--- config.mk ---
export PLATFORM = sky130hd
export DESIGN_NAME = ipv4_lpm_route_table
export DESIGN_NICKNAME = d
export VERILOG_FILES = /design/src/rtl/core/iplpm_pkg.sv /design/src/rtl/core/iplpm_ram.sv /design/src/rtl/core/iplpm_cmp.sv /design/src/rtl/core/ipv4_lpm_route_table.sv
export SDC_FILE = /design/constraint.sdc
export NUM_CORES = 2
export LEC_CHECK = 0
export ABC_CLOCK_PERIOD_IN_PS = 17980
export BUFFER_PORTS_ARGS = -buffer_cell sky130_fd_sc_hd__buf_4
export CAP_MARGIN = 20
export CORE_MARGIN = 5
export CORE_UTILIZATION = 30
export CTS_BUF_LIST = sky130_fd_sc_hd__clkbuf_4
export CTS_CLUSTER_DIAMETER = 80
export CTS_CLUSTER_SIZE = 24
export DETAILED_ROUTE_END_ITERATION = 10
export GPL_ROUTABILITY_DRIVEN = 0
export GPL_TIMING_DRIVEN = 0
export PLACE_DENSITY = 0.43
export SYNTH_ARGS = -nofsm -noshare
export SYNTH_HDL_FRONTEND = slang
export SYNTH_SLANG_ARGS = --single-unit
--- constraint.sdc ---
create_clock -name clk -period 17.98 [get_ports clk]
set_input_delay 0.899 -clock clk [delete_from_list [all_inputs] [get_ports clk]]
set_output_delay 0.899 -clock clk [all_outputs]
set_load 0.03 [all_outputs]
--- src/rtl/core/iplpm_pkg.sv ---
// shared types and constants for the ipv4 route table
`timescale 1ns / 1ps
package iplpm_pkg;
	localparam int ENTRIES = 16;
	localparam int IDX_W = (ENTRIES > 1) ? $clog2(ENTRIES) : 1;
	localparam int CNT_W = $clog2(ENTRIES + 1);

	localparam logic [2:0] FN_ADD = 3'd0;
	localparam logic [2:0] FN_DEL = 3'd1;
	localparam logic [2:0] FN_LOOKUP = 3'd2;
	localparam logic [2:0] FN_FLUSH = 3'd3;
	localparam logic [2:0] FN_FLUSH_IF = 3'd4;

	localparam logic [1:0] ST_OK = 2'd0;
	localparam logic [1:0] ST_INVAL = 2'd1;
	localparam logic [1:0] ST_FULL = 2'd2;
	localparam logic [1:0] ST_NOROUTE = 2'd3;

	typedef enum logic [2:0] {
		S_IDLE,
		S_SCAN,
		S_WRITE,
		S_FIN,
		S_OUT
	} state_t;

	typedef struct packed {
		logic [31:0] prefix;
		logic [5:0]  len;
		logic [7:0]  iface;
		logic [31:0] gateway;
		logic [31:0] source;
		logic [31:0] flags;
		logic [31:0] metric;
		logic [31:0] order;
	} row_t;

	// prefix mask for a length 0..32
	function automatic logic [31:0] len_mask(input logic [5:0] len);
		logic [31:0] m;
		if (len == 6'd0) m = 32'd0;
		else if (len >= 6'd32) m = 32'hFFFF_FFFF;
		else m = 32'hFFFF_FFFF << (6'd32 - len);
		return m;
	endfunction
endpackage

--- src/rtl/core/iplpm_ram.sv ---
// generic simple dual port ram (separate write and read address) with registered read
`timescale 1ns / 1ps
module iplpm_ram #(
	parameter int WIDTH = 8,
	parameter int DEPTH = 16
) (
	input  logic                     clk,
	input  logic                     we,
	input  logic [$clog2(DEPTH > 1 ? DEPTH : 2)-1:0] waddr,
	input  logic [WIDTH-1:0]         wdata,
	input  logic [$clog2(DEPTH > 1 ? DEPTH : 2)-1:0] raddr,
	output logic [WIDTH-1:0]         rdata
);
	logic [WIDTH-1:0] mem [DEPTH];

	// write port and registered read
	always_ff @(posedge clk) begin
		if (we) mem[waddr] <= wdata;
		rdata <= mem[raddr];
	end
endmodule

--- src/rtl/core/iplpm_cmp.sv ---
// shared row compare unit: one stored row against the current request
`timescale 1ns / 1ps
module iplpm_cmp (
	input  iplpm_pkg::row_t      row,
	input  logic                 row_ok,
	input  logic [31:0]          key_addr,
	input  logic [5:0]           key_len,
	input  logic [7:0]           key_iface,
	input  logic [31:0]          key_gw,
	input  logic                 best_ok,
	input  iplpm_pkg::row_t      best,
	output logic                 dup_match,
	output logic                 del_match,
	output logic                 iface_match,
	output logic                 lpm_better
);
	import iplpm_pkg::*;
	logic pfx_eq;
	logic covers;

	// one compare per row, reused for every operation
	always_comb begin
		pfx_eq = row_ok && row.prefix == key_addr && row.len == key_len;
		dup_match = pfx_eq && row.iface == key_iface && row.gateway == key_gw;
		del_match = pfx_eq && (key_iface == 8'd0 || row.iface == key_iface);
		iface_match = row_ok && row.iface == key_iface;
		covers = row_ok && ((key_addr & len_mask(row.len)) == row.prefix);
		if (!covers) lpm_better = 1'b0;
		else if (!best_ok) lpm_better = 1'b1;
		else if (row.len != best.len) lpm_better = row.len > best.len;
		else if (row.metric != best.metric) lpm_better = row.metric < best.metric;
		else lpm_better = row.order < best.order;
	end
endmodule

--- src/rtl/core/ipv4_lpm_route_table.sv ---
// ipv4 longest prefix match route table, top level
//  channel | dir | handshake            | content
//  s_axis  | in  | tvalid/tready        | tuser=func, tdata=request fields
//  m_axis  | out | tvalid/tready        | tdata=status and lookup results
// every operation runs these steps from accept to result valid:
// mask the key (except for a lookup) and issue the first ram read, pass each row in
// turn through the shared compare unit, then a drain step, a write step and a finish step.
// after the result beat is taken the block returns to idle before it accepts a new
// request.
// reset clears valid bits and counters; row storage needs no clearing.
// the block takes no request until its result beat has been taken.
`timescale 1ns / 1ps
module ipv4_lpm_route_table (
	input  logic         clk,
	input  logic         arst_n,
	input  logic         s_axis_tvalid,
	output logic         s_axis_tready,
	// dest_addr[31:0] prefix_len[37:32] iface[45:38] gateway[77:46] source_addr[109:78]
	// route_flags[141:110] route_metric[173:142], zero to 175
	input  logic [175:0] s_axis_tdata,
	// func[2:0]
	input  logic [2:0]   s_axis_tuser,
	output logic         m_axis_tvalid,
	input  logic         m_axis_tready,
	// status[1:0] hit_iface[9:2] hit_nexthop[41:10] hit_source[73:42]
	// hit_flags[105:74] hit_metric[137:106] hit_prefix_len[143:138]
	// removed_count[148:144] generation[180:149], zero to 183
	output logic [183:0] m_axis_tdata
);
	import iplpm_pkg::*;

	state_t state_q, state_d;
	logic [2:0]  func_q;
	logic [31:0] addr_q, gw_q, src_q, flg_q, met_q;
	logic [5:0]  len_q;
	logic [7:0]  if_q;
	logic [IDX_W:0] idx_q;
	logic [ENTRIES-1:0] valid_q;
	logic [31:0] order_q, gen_q;
	logic        rd_ok_q;
	logic [IDX_W-1:0] rd_idx_q;
	logic        same_hit_q, free_hit_q, best_ok_q;
	logic [IDX_W-1:0] same_idx_q, free_idx_q;
	row_t        best_q;
	logic [CNT_W-1:0] rm_q;
	logic [1:0]  st_q;
	logic [183:0] out_q;

	logic ram_we;
	logic [IDX_W-1:0] ram_waddr, ram_raddr;
	row_t ram_wdata, ram_rdata;
	logic dup_match, del_match, iface_match, lpm_better;
	logic bad_len;

	logic [4:0]  res_rm;
	logic [7:0]  res_if;
	logic [31:0] res_nh, res_src, res_flg, res_met;
	logic [5:0]  res_len;

	assign ram_raddr = idx_q[IDX_W-1:0];

	iplpm_ram #(.WIDTH($bits(row_t)), .DEPTH(ENTRIES)) u_ram (
		.clk(clk), .we(ram_we), .waddr(ram_waddr), .wdata(ram_wdata),
		.raddr(ram_raddr), .rdata(ram_rdata)
	);

	iplpm_cmp u_cmp (
		.row(ram_rdata), .row_ok(rd_ok_q && valid_q[rd_idx_q]),
		.key_addr(addr_q), .key_len(len_q), .key_iface(if_q), .key_gw(gw_q),
		.best_ok(best_ok_q), .best(best_q),
		.dup_match(dup_match), .del_match(del_match),
		.iface_match(iface_match), .lpm_better(lpm_better)
	);

	assign bad_len = len_q > 6'd32;
	assign s_axis_tready = state_q == S_IDLE;
	assign m_axis_tvalid = state_q == S_OUT;
	assign m_axis_tdata = out_q;

	// add writes one row: update in place or fill first free
	always_comb begin
		ram_we = 1'b0;
		ram_waddr = same_hit_q ? same_idx_q : free_idx_q;
		ram_wdata = '{prefix: addr_q, len: len_q, iface: if_q, gateway: gw_q,
			source: src_q, flags: flg_q, metric: met_q, order: order_q + 32'd1};
		if (same_hit_q) ram_wdata.order = best_q.order;
		if (state_q == S_WRITE && func_q == FN_ADD && st_q == ST_OK
			&& (same_hit_q || free_hit_q)) ram_we = 1'b1;
	end

	// result fields, zero unless the operation reports them
	always_comb begin
		res_rm = '0;
		res_if = '0;
		res_nh = '0;
		res_src = '0;
		res_flg = '0;
		res_met = '0;
		res_len = '0;
		if (func_q == FN_DEL && st_q == ST_OK) res_rm = 5'(rm_q);
		if (func_q == FN_LOOKUP && best_ok_q) begin
			res_if = best_q.iface;
			res_nh = best_q.gateway != 32'd0 ? best_q.gateway : addr_q;
			res_src = best_q.source;
			res_flg = best_q.flags;
			res_met = best_q.metric;
			res_len = best_q.len;
		end
	end

	// sequencer next state
	always_comb begin
		state_d = state_q;
		unique case (state_q)
			S_IDLE: if (s_axis_tvalid) state_d = S_SCAN;
			S_SCAN: if (!rd_ok_q && idx_q == (IDX_W+1)'(ENTRIES)) state_d = S_WRITE;
			S_WRITE: state_d = S_FIN;
			S_FIN: state_d = S_OUT;
			S_OUT: if (m_axis_tready) state_d = S_IDLE;
			default: state_d = S_IDLE;
		endcase
	end

	always_ff @(posedge clk or negedge arst_n) begin
		if (!arst_n) state_q <= S_IDLE;
		else state_q <= state_d;
	end

	// control registers
	always_ff @(posedge clk or negedge arst_n) begin
		if (!arst_n) begin
			valid_q <= '0;
			order_q <= '0;
			gen_q <= '0;
			idx_q <= '0;
			rd_ok_q <= 1'b0;
		end else begin
			unique case (state_q)
				S_IDLE: begin
					idx_q <= '0;
					rd_ok_q <= 1'b0;
				end
				S_SCAN: begin
					rd_ok_q <= idx_q < (IDX_W+1)'(ENTRIES);
					if (idx_q < (IDX_W+1)'(ENTRIES)) idx_q <= idx_q + 1'b1;
					if (rd_ok_q) begin
						if (func_q == FN_DEL && !bad_len && del_match)
							valid_q[rd_idx_q] <= 1'b0;
						if (func_q == FN_FLUSH_IF && if_q != 8'd0 && iface_match)
							valid_q[rd_idx_q] <= 1'b0;
					end
				end
				S_WRITE: begin
					if (ram_we) begin
						gen_q <= gen_q + 32'd1;
						if (!same_hit_q) begin
							valid_q[free_idx_q] <= 1'b1;
							order_q <= order_q + 32'd1;
						end
					end
					if (func_q == FN_FLUSH) begin
						valid_q <= '0;
						order_q <= '0;
						gen_q <= gen_q + 32'd1;
					end
					if ((func_q == FN_DEL || func_q == FN_FLUSH_IF) && rm_q != '0)
						gen_q <= gen_q + 32'd1;
				end
				default: ;
			endcase
		end
	end

	// request capture, scan bookkeeping and result beat
	always_ff @(posedge clk) begin
		rd_idx_q <= idx_q[IDX_W-1:0];
		case (state_q)
			S_IDLE: begin
				func_q <= s_axis_tuser;
				len_q <= s_axis_tdata[37:32];
				addr_q <= s_axis_tdata[31:0];
				if_q <= s_axis_tdata[45:38];
				gw_q <= s_axis_tdata[77:46];
				src_q <= s_axis_tdata[109:78];
				flg_q <= s_axis_tdata[141:110];
				met_q <= s_axis_tdata[173:142];
				same_hit_q <= 1'b0;
				free_hit_q <= 1'b0;
				best_ok_q <= 1'b0;
				rm_q <= '0;
				st_q <= ST_OK;
			end
			S_SCAN: begin
				// mask the key once the request is in, except for a lookup
				if (!rd_ok_q && idx_q == '0 && func_q != FN_LOOKUP)
					addr_q <= addr_q & len_mask(len_q);
				if (rd_ok_q) begin
					if (func_q == FN_ADD && dup_match && !same_hit_q) begin
						same_hit_q <= 1'b1;
						same_idx_q <= rd_idx_q;
						best_q <= ram_rdata;
					end
					if (!valid_q[rd_idx_q] && !free_hit_q) begin
						free_hit_q <= 1'b1;
						free_idx_q <= rd_idx_q;
					end
					if (func_q == FN_LOOKUP && lpm_better) begin
						best_ok_q <= 1'b1;
						best_q <= ram_rdata;
					end
					if ((func_q == FN_DEL && !bad_len && del_match)
						|| (func_q == FN_FLUSH_IF && if_q != 8'd0 && iface_match))
						rm_q <= rm_q + 1'b1;
				end
				if (!rd_ok_q && idx_q == (IDX_W+1)'(ENTRIES)) begin
					case (func_q) inside
						FN_ADD: st_q <= (bad_len || if_q == 8'd0) ? ST_INVAL : ST_OK;
						FN_DEL: st_q <= bad_len ? ST_INVAL : ST_OK;
						FN_LOOKUP, FN_FLUSH, FN_FLUSH_IF: st_q <= ST_OK;
						default: st_q <= ST_INVAL;
					endcase
				end
			end
			S_WRITE: begin
				if (func_q == FN_ADD && st_q == ST_OK && !same_hit_q && !free_hit_q)
					st_q <= ST_FULL;
				if (func_q == FN_DEL && st_q == ST_OK && rm_q == '0) st_q <= ST_NOROUTE;
				if (func_q == FN_LOOKUP && !best_ok_q) st_q <= ST_NOROUTE;
			end
			S_FIN: begin
				out_q <= {3'b000, gen_q, res_rm, res_len, res_met, res_flg, res_src,
					res_nh, res_if, st_q};
			end
			default: ;
		endcase
	end
endmodule
# --- After elaboration in Yosys (flattened, before gate mapping) ---
# Memories as Yosys holds them, arrays and structs flattened. A register that Yosys moved wholly into a read port is not among the register bits.
# Index checks and enable logic that the tools add are counted.
totals:
  output_inout_bits: 186
  ramBits: 3296
  mem_count: 1
  word_cells: 234
  reg_bits: 643
classes:
  reduce_logical: 75
  n_bitwise: 6
  eq_ne: 31
  shift: 2
  add_sub_neg: 6
  mux: 70
  order_cmp: 11
mem_list:
  columns: ["name", "depth", "width", "read_ports", "rd_ports_with_merged_regs", "write_ports", "line", "source"]
  rows:
  - ["u_ram.mem", 16, 206, 1, 1, 1, "iplpm_ram.sv:14", "logic [WIDTH-1:0] mem [DEPTH];"]
ops:
  columns: ["cell", "n"]
  rows:
  - ["$mux W32", 15]
  - ["$mux W174", 2]
  - ["$mux W16", 8]
  - ["$eq A32 B32 Y1", 3]
  - ["$add A32 B1 Y32 const B", 2]
  - ["$and A32 B32 Y32", 2]
  - ["$lt A32 B32 Y1", 2]
  - ["$pmux W32 S2", 1]
  - ["$shl A32 B6 Y32 const A", 2]
  - ["$and A16 B16 Y16", 2]
  - ["$logic_and A1 B1 Y1", 32]
  - ["$ne A32 B32 Y1", 1]
  - ["$pmux W16 S2", 1]
  - ["$reduce_bool A32 Y1", 1]
  - ["$reduce_and A3 Y1", 10]
  - ["$mux W1", 21]
  - ["$pmux W5 S2", 2]
  - ["$ne A2 B2 Y1 const B", 9]
  - ["$not A16 Y16", 1]
  - ["$or A16 B16 Y16", 1]
  - ["$mux W5", 3]
  - ["$pmux W3 S5", 1]
  - ["$eq A3 B2 Y1 const B", 4]
  - ["$ge A6 B6 Y1 const B", 2]
  - ["37 further kinds", 73]

# --- Logic depth before layout (Yosys ltp) ---
depth:
  ltp_word: 14
  depth_mapped: 13

# --- Cells and area by module ---
# Synthesis repeated with hierarchy kept, for this count alone.
unflattened:
  cells_unflattened: 7593
  area_unflattened_um2: 157292.1
modules_own_cells:
  columns: ["mod", "area_each_um2", "n_inst", "cells_per_inst", "seq_area_each_um2"]
  rows:
  - ["iplpm_ram", 127902.7, 1, 5382, 103098.9]
  - ["ipv4_lpm_route_table", 25424.4, 1, 1634, 19784.0]
  - ["iplpm_cmp", 3965.1, 1, 577, 0.0]

# --- Worst setup path after synthesis ---
# No wires, ideal clock.
synth_path:
  kind: "register -> register"
  from: "reg u_ram.rdata[168], read port of u_ram.mem"
  to: "reg best_q[0] (netlist bit) (enable)"
  t_arrival_ns: 10.271
  t_required_ns: 17.250
  period_less_slack_ns: 11.000
  n_path_buf: 2
  setup_ns: 0.730
  stages_incl_launch_ff: 13
  slack_ns: 6.980
  path_cell_list: "dfxtp_1 -> buf_2 -> inv_1 -> ha_1 -> or3b_1 -> buf_2 -> xnor2_2 -> or2_2 -> a2111oi_0 -> nand4_1 -> nor4_1 -> nand4_1 -> o21ai_1"
synth_between:
  elab_chain_cells: 11
  elab_cells_between_ends: 23
  classes_between: "add/sub: 1; order compare: 2; eq/ne: 3; shift: 1; mux: 5; bitwise: 1; reduce/logical: 10"
synth_rtl:
  columns: ["item", "line", "source"]
  rows:
  - ["start, declared", "iplpm_ram.sv:12", "output logic [WIDTH-1:0] rdata"]
  - ["$sub A6 B6 Y6", "iplpm_pkg.sv:43", "else m = 32'hFFFF_FFFF << (6'd32 - len);"]
  - ["$shl A32 B6 Y32", "iplpm_pkg.sv:43", null]
  - ["$mux W32", "iplpm_pkg.sv:42", "else if (len >= 6'd32) m = 32'hFFFF_FFFF;"]
  - ["$mux W32", "iplpm_pkg.sv:41", "if (len == 6'd0) m = 32'd0;"]
  - ["$and A32 B32 Y32", "iplpm_cmp.sv:27", "covers = row_ok && ((key_addr & len_mask(row.len)) == row.prefix);"]
  - ["$eq A32 B32 Y1", "iplpm_cmp.sv:27", null]
  - ["$logic_and A1 B1 Y1", "iplpm_cmp.sv:27", null]
  - ["$mux W1", "iplpm_cmp.sv:28", "if (!covers) lpm_better = 1'b0;"]
  - ["$logic_and A1 B1 Y1", "ipv4_lpm_route_table.sv:207", "if (func_q == FN_LOOKUP && lpm_better) begin"]
  - ["$reduce_bool A2 Y1 (no line) (*)", null, null]
  - ["$reduce_and A3 Y1 (no line) (*)", null, null]
  - ["end signal, assigned", "ipv4_lpm_route_table.sv:201", "best_q <= ram_rdata;"]
  - ["end signal, assigned", "ipv4_lpm_route_table.sv:209", "best_q <= ram_rdata;"]
  - ["end, declared", "ipv4_lpm_route_table.sv:44", "row_t best_q;"]
# Every way passes the cells marked *; elsewhere a longest branch is shown, timed or not.
# A chain may end at the register's enable or synchronous reset.

# --- Worst setup path in the final report ---
layout_path:
  from: "reg u_ram.rdata[168], read port of u_ram.mem"
  to: "reg best_q[52] (netlist bit) (enable)"
# Same word-level chain as after synthesis.

==> impl_metrics.json <==
{
  "status": "completed",
  "vias": 76800,
  "crit_type": "register to register",
  "core_area_um2": 517000,
  "clock.fmax_mhz": 166,
  "rsz0062_at_grt": "false",
  "grt_pass1_wl_um": 651000,
  "io_pins": 369,
  "p_sw_share_pct": 32.5,
  "power.share.clock_pct": 17.8,
  "synth_ff_type": "edfxtp_1",
  "yosys-top-cells-count": "edfxtp_1 (3846), mux4_2 (1034), clkbuf_1 (211)",
  "cts_tree": "yes",
  "pre_cts_ws_ns": 11.87,
  "wl_met3_um": 24800,
  "rows": 264,
  "worstReg2RegStart": "u_ram.rdata[168]$_DFF_P_",
  "yosysTopAreaCellShare_pct": 74.3,
  "die_h_um": 730,
  "post-route-period-util_pct": 33.4,
  "start_kind": "register",
  "p_int_uw": 15800,
  "p_seq_share_pct": 52.8,
  "start_util_pct": 30.1,
  "drive_gt1_share_pct": 27.0,
  "setup_tns_ns": 0,
  "yosysTopAreaCell": "edfxtp_1",
  "p_sw_uw": 7580,
  "hp-class": "primary input to register",
  "top_layer": "met5",
  "detail_route.first_pass.iterations": 6,
  "synth_cells": 6949,
  "skew_ns": 0.297,
  "dieArea_um2": 532000,
  "synthTopCellsByArea": "edfxtp_1 (74%), mux4_2 (15%), dfxtp_1 (2.7%), dfrtp_1 (1.4%), ha_1 (0.67%)",
  "via_per_inst": 4.98,
  "drv_slew": 0,
  "fillers": 48100,
  "m1WireLength_um": 213000,
  "syn_area_um2": 155000,
  "yosysSeqAreaShare_pct": 78.5,
  "yosys_warnings": 0,
  "powerDensity_nw_per_um2": 128,
  "synthArstFlopShare_pct": 2.15,
  "clock_latency_ns": 1.67,
  "ys_types": 85,
  "grt_pass1_vias": 78800,
  "wl_met2_um": 223000,
  "antenna_found_initial": 47,
  "grt-ovfl-total": 0,
  "postSynthAreaPerCell_um2": 22.4,
  "syn2layout_area_growth_pct": 17.0,
  "synth_seq_cells": 4145,
  "arrival_ns": 7.16,
  "track_usage_pct": 17.4,
  "die_w_um": 730,
  "ant_nets": 0,
  "postCtsSetupBuffers": 0,
  "worst-slew-pin-transition_ns": 1.20,
  "final_util_pct": 35.2,
  "yosysMostFrequentCell": "edfxtp_1",
  "maxCapViolCount": 0,
  "ctsHtreeMaxLevel": 4,
  "tritoncts.num_buffers": 229,
  "cts.sinks": 4145,
  "ir_drop_v": 0.0000868,
  "remaining_drc_errors": 0,
  "p_leak_uw": 0.0572,
  "routedWlPerCell_um": 30.7,
  "slew_headroom_pct": 19.9,
  "wl_um": 473000,
  "dp_hpwl_um": 328000,
  "startpoint": "u_ram.rdata[168]$_DFF_P_",
  "numPortBuffers": 363,
  "clkSlewWorstSetupHoldPaths_ns": 0.23,
  "setup_viol": 0,
  "crit_required_ns": 19.13,
  "end_kind": "register",
  "nets": 8565,
  "fin_crit_ns": 6.01,
  "grt_start_max_net_pins": 63,
  "root_buffer": "clkbuf_4",
  "holdCritStartpoint": "s_axis_tdata[54]",
  "final-hold-violation-count": 0,
  "first_iter_violations": 7903,
  "pwr-share-comb_pct": 29.4,
  "synth_edf_count": 3846,
  "setup_slack_ns": 11.97,
  "clock_path_buffers": 4,
  "fin_total_pwr_uw": 23300,
  "cp_max_fo": 23
}
[routing by layer]
metal | vias to the layer above | track usage, %
met4 | 36 | 3.68
met3 | 482 | 2.40
li1 | 31600 | -
met5 | - | 0
met2 | 2266 | 28.1
met1 | 42400 | 25.2
[logic make-up (layout without fill, tap and decap cells)]
group	Yosys count	count (layout)	share of synthesized area (%)
fa+ha+maj	83	83	0.668
other cells	1	29	0.00241
flops	4145	4145	78.5
xor+xnor	148	148	0.844
mux	1046	1046	15.1
simple gates	723	723	2.36
buf+inv	423	1955	1.05
compound gates	380	380	1.55
[stage by stage]
step                      hold WS (ns)  area, um2  std cells
after floorplan                  0.358     155000       6951
after global placement           0.387     167000      14200
after detailed placement         0.390     174000      14600
after CTS                       0.0104     182000      15400
after global routing            0.0525     182000      15400
final                            0.284     182000      15400
[power groups by stage]
stage | Clock (uW) | Combinational (uW) | Sequential, uW
floorplan | 0 | 4060 | 12100
global placement | 0 | 6440 | 12600
detailed placement | 0 | 6920 | 12500
CTS | 4370 | 7000 | 12300
global route | 4690 | 7310 | 12400
finish | 4150 | 6870 | 12300
[sequential cells by signal, indices dropped and copies added (netlist names), 16 cells and up]
signal        count
u_ram.mem      3296
u_ram.rdata     206
m_axis_tdata    181
best_q          174
addr_q           32
flg_q            32
gen_q            32
gw_q             32
met_q            32
order_q          32
src_q            32
valid_q          16
[final cells by class]
type                    instances  area, um2  share of cell area, %
well taps                    6916       8650                   4.76
multi-input cells            2383      32000                   17.6
clock buffers                 295       2210                   1.22
repair buffers               1117      13800                   7.62
flip-flops and latches       4145     122000                   67.1
clock inverters               120       1440                  0.792
plain buffers                 319       1280                  0.702
inverters                     104        398                  0.219
diodes                         26       65.1                 0.0358
[placed cells by master (no fill, tap or decap), types with 20 or more instances in the layout]
cell type	netlist	final
edfxtp_1	3846	3846
mux4_2	1034	1034
buf_4	4	389
dlygate4sd3_1	0	352
clkbuf_4	0	295
dfxtp_1	210	210
clkbuf_1	211	183
buf_12	0	182
nand2_1	170	170
nor2_1	183	167
o21ai_0	143	132
inv_1	104	103
and3_1	102	102
buf_8	0	98
dfrtp_1	89	89
buf_1	88	86
ha_1	83	83
xor2_1	80	80
buf_16	0	79
xnor2_1	66	66
a21oi_1	65	65
nand3_1	45	45
nor4_1	36	35
nand4_1	33	33
clkbuf_2	1	31
nor3_1	31	31
buf_2	14	29
a31oi_1	27	27
diode_2	0	26
nor2b_1	25	25
nand2b_1	21	21
a32o_1	20	20
o21ai_1	10	20
[final timing paths]
check                                           to  slack (ns)  depth (start not counted)
hold / removal                   gw_q[8]$_DFFE_PP_        0.28                          2
setup reg to reg              best_q[52]$_DFFE_PP_       11.97                         15
setup / recovery              best_q[52]$_DFFE_PP_       11.97                         15
max in group asynchronous   valid_q[5]$_DFFE_PN0P_       16.90                          5
hold reg to reg              best_q[135]$_DFFE_PP_        0.35                          0
min in group asynchronous  order_q[30]$_DFFE_PN0P_        0.44                          4
[worst max-delay path, cell delays in order, from the launching register on]
cell and delay [ns]:
dfxtp_1 0.61, buf_2 0.29, inv_1 0.16, ha_1 0.30
and4_1 0.18, nand3_1 0.58, nor3_1 0.47, o21ai_0 0.22
a2111oi_2 0.82, buf_6 0.23, nor3_1 0.12, o21ai_4 0.65
buf_16 0.25, buf_16 0.19, buf_16 0.18, buf_12 0.21
[timing repair]
action                    in CTS  in global routing
resized for setup              0                  0
hold endpoints to repair     268                  0
hold buffers                 353                  0
No activity file was read; power rests on OpenSTA's default activity.
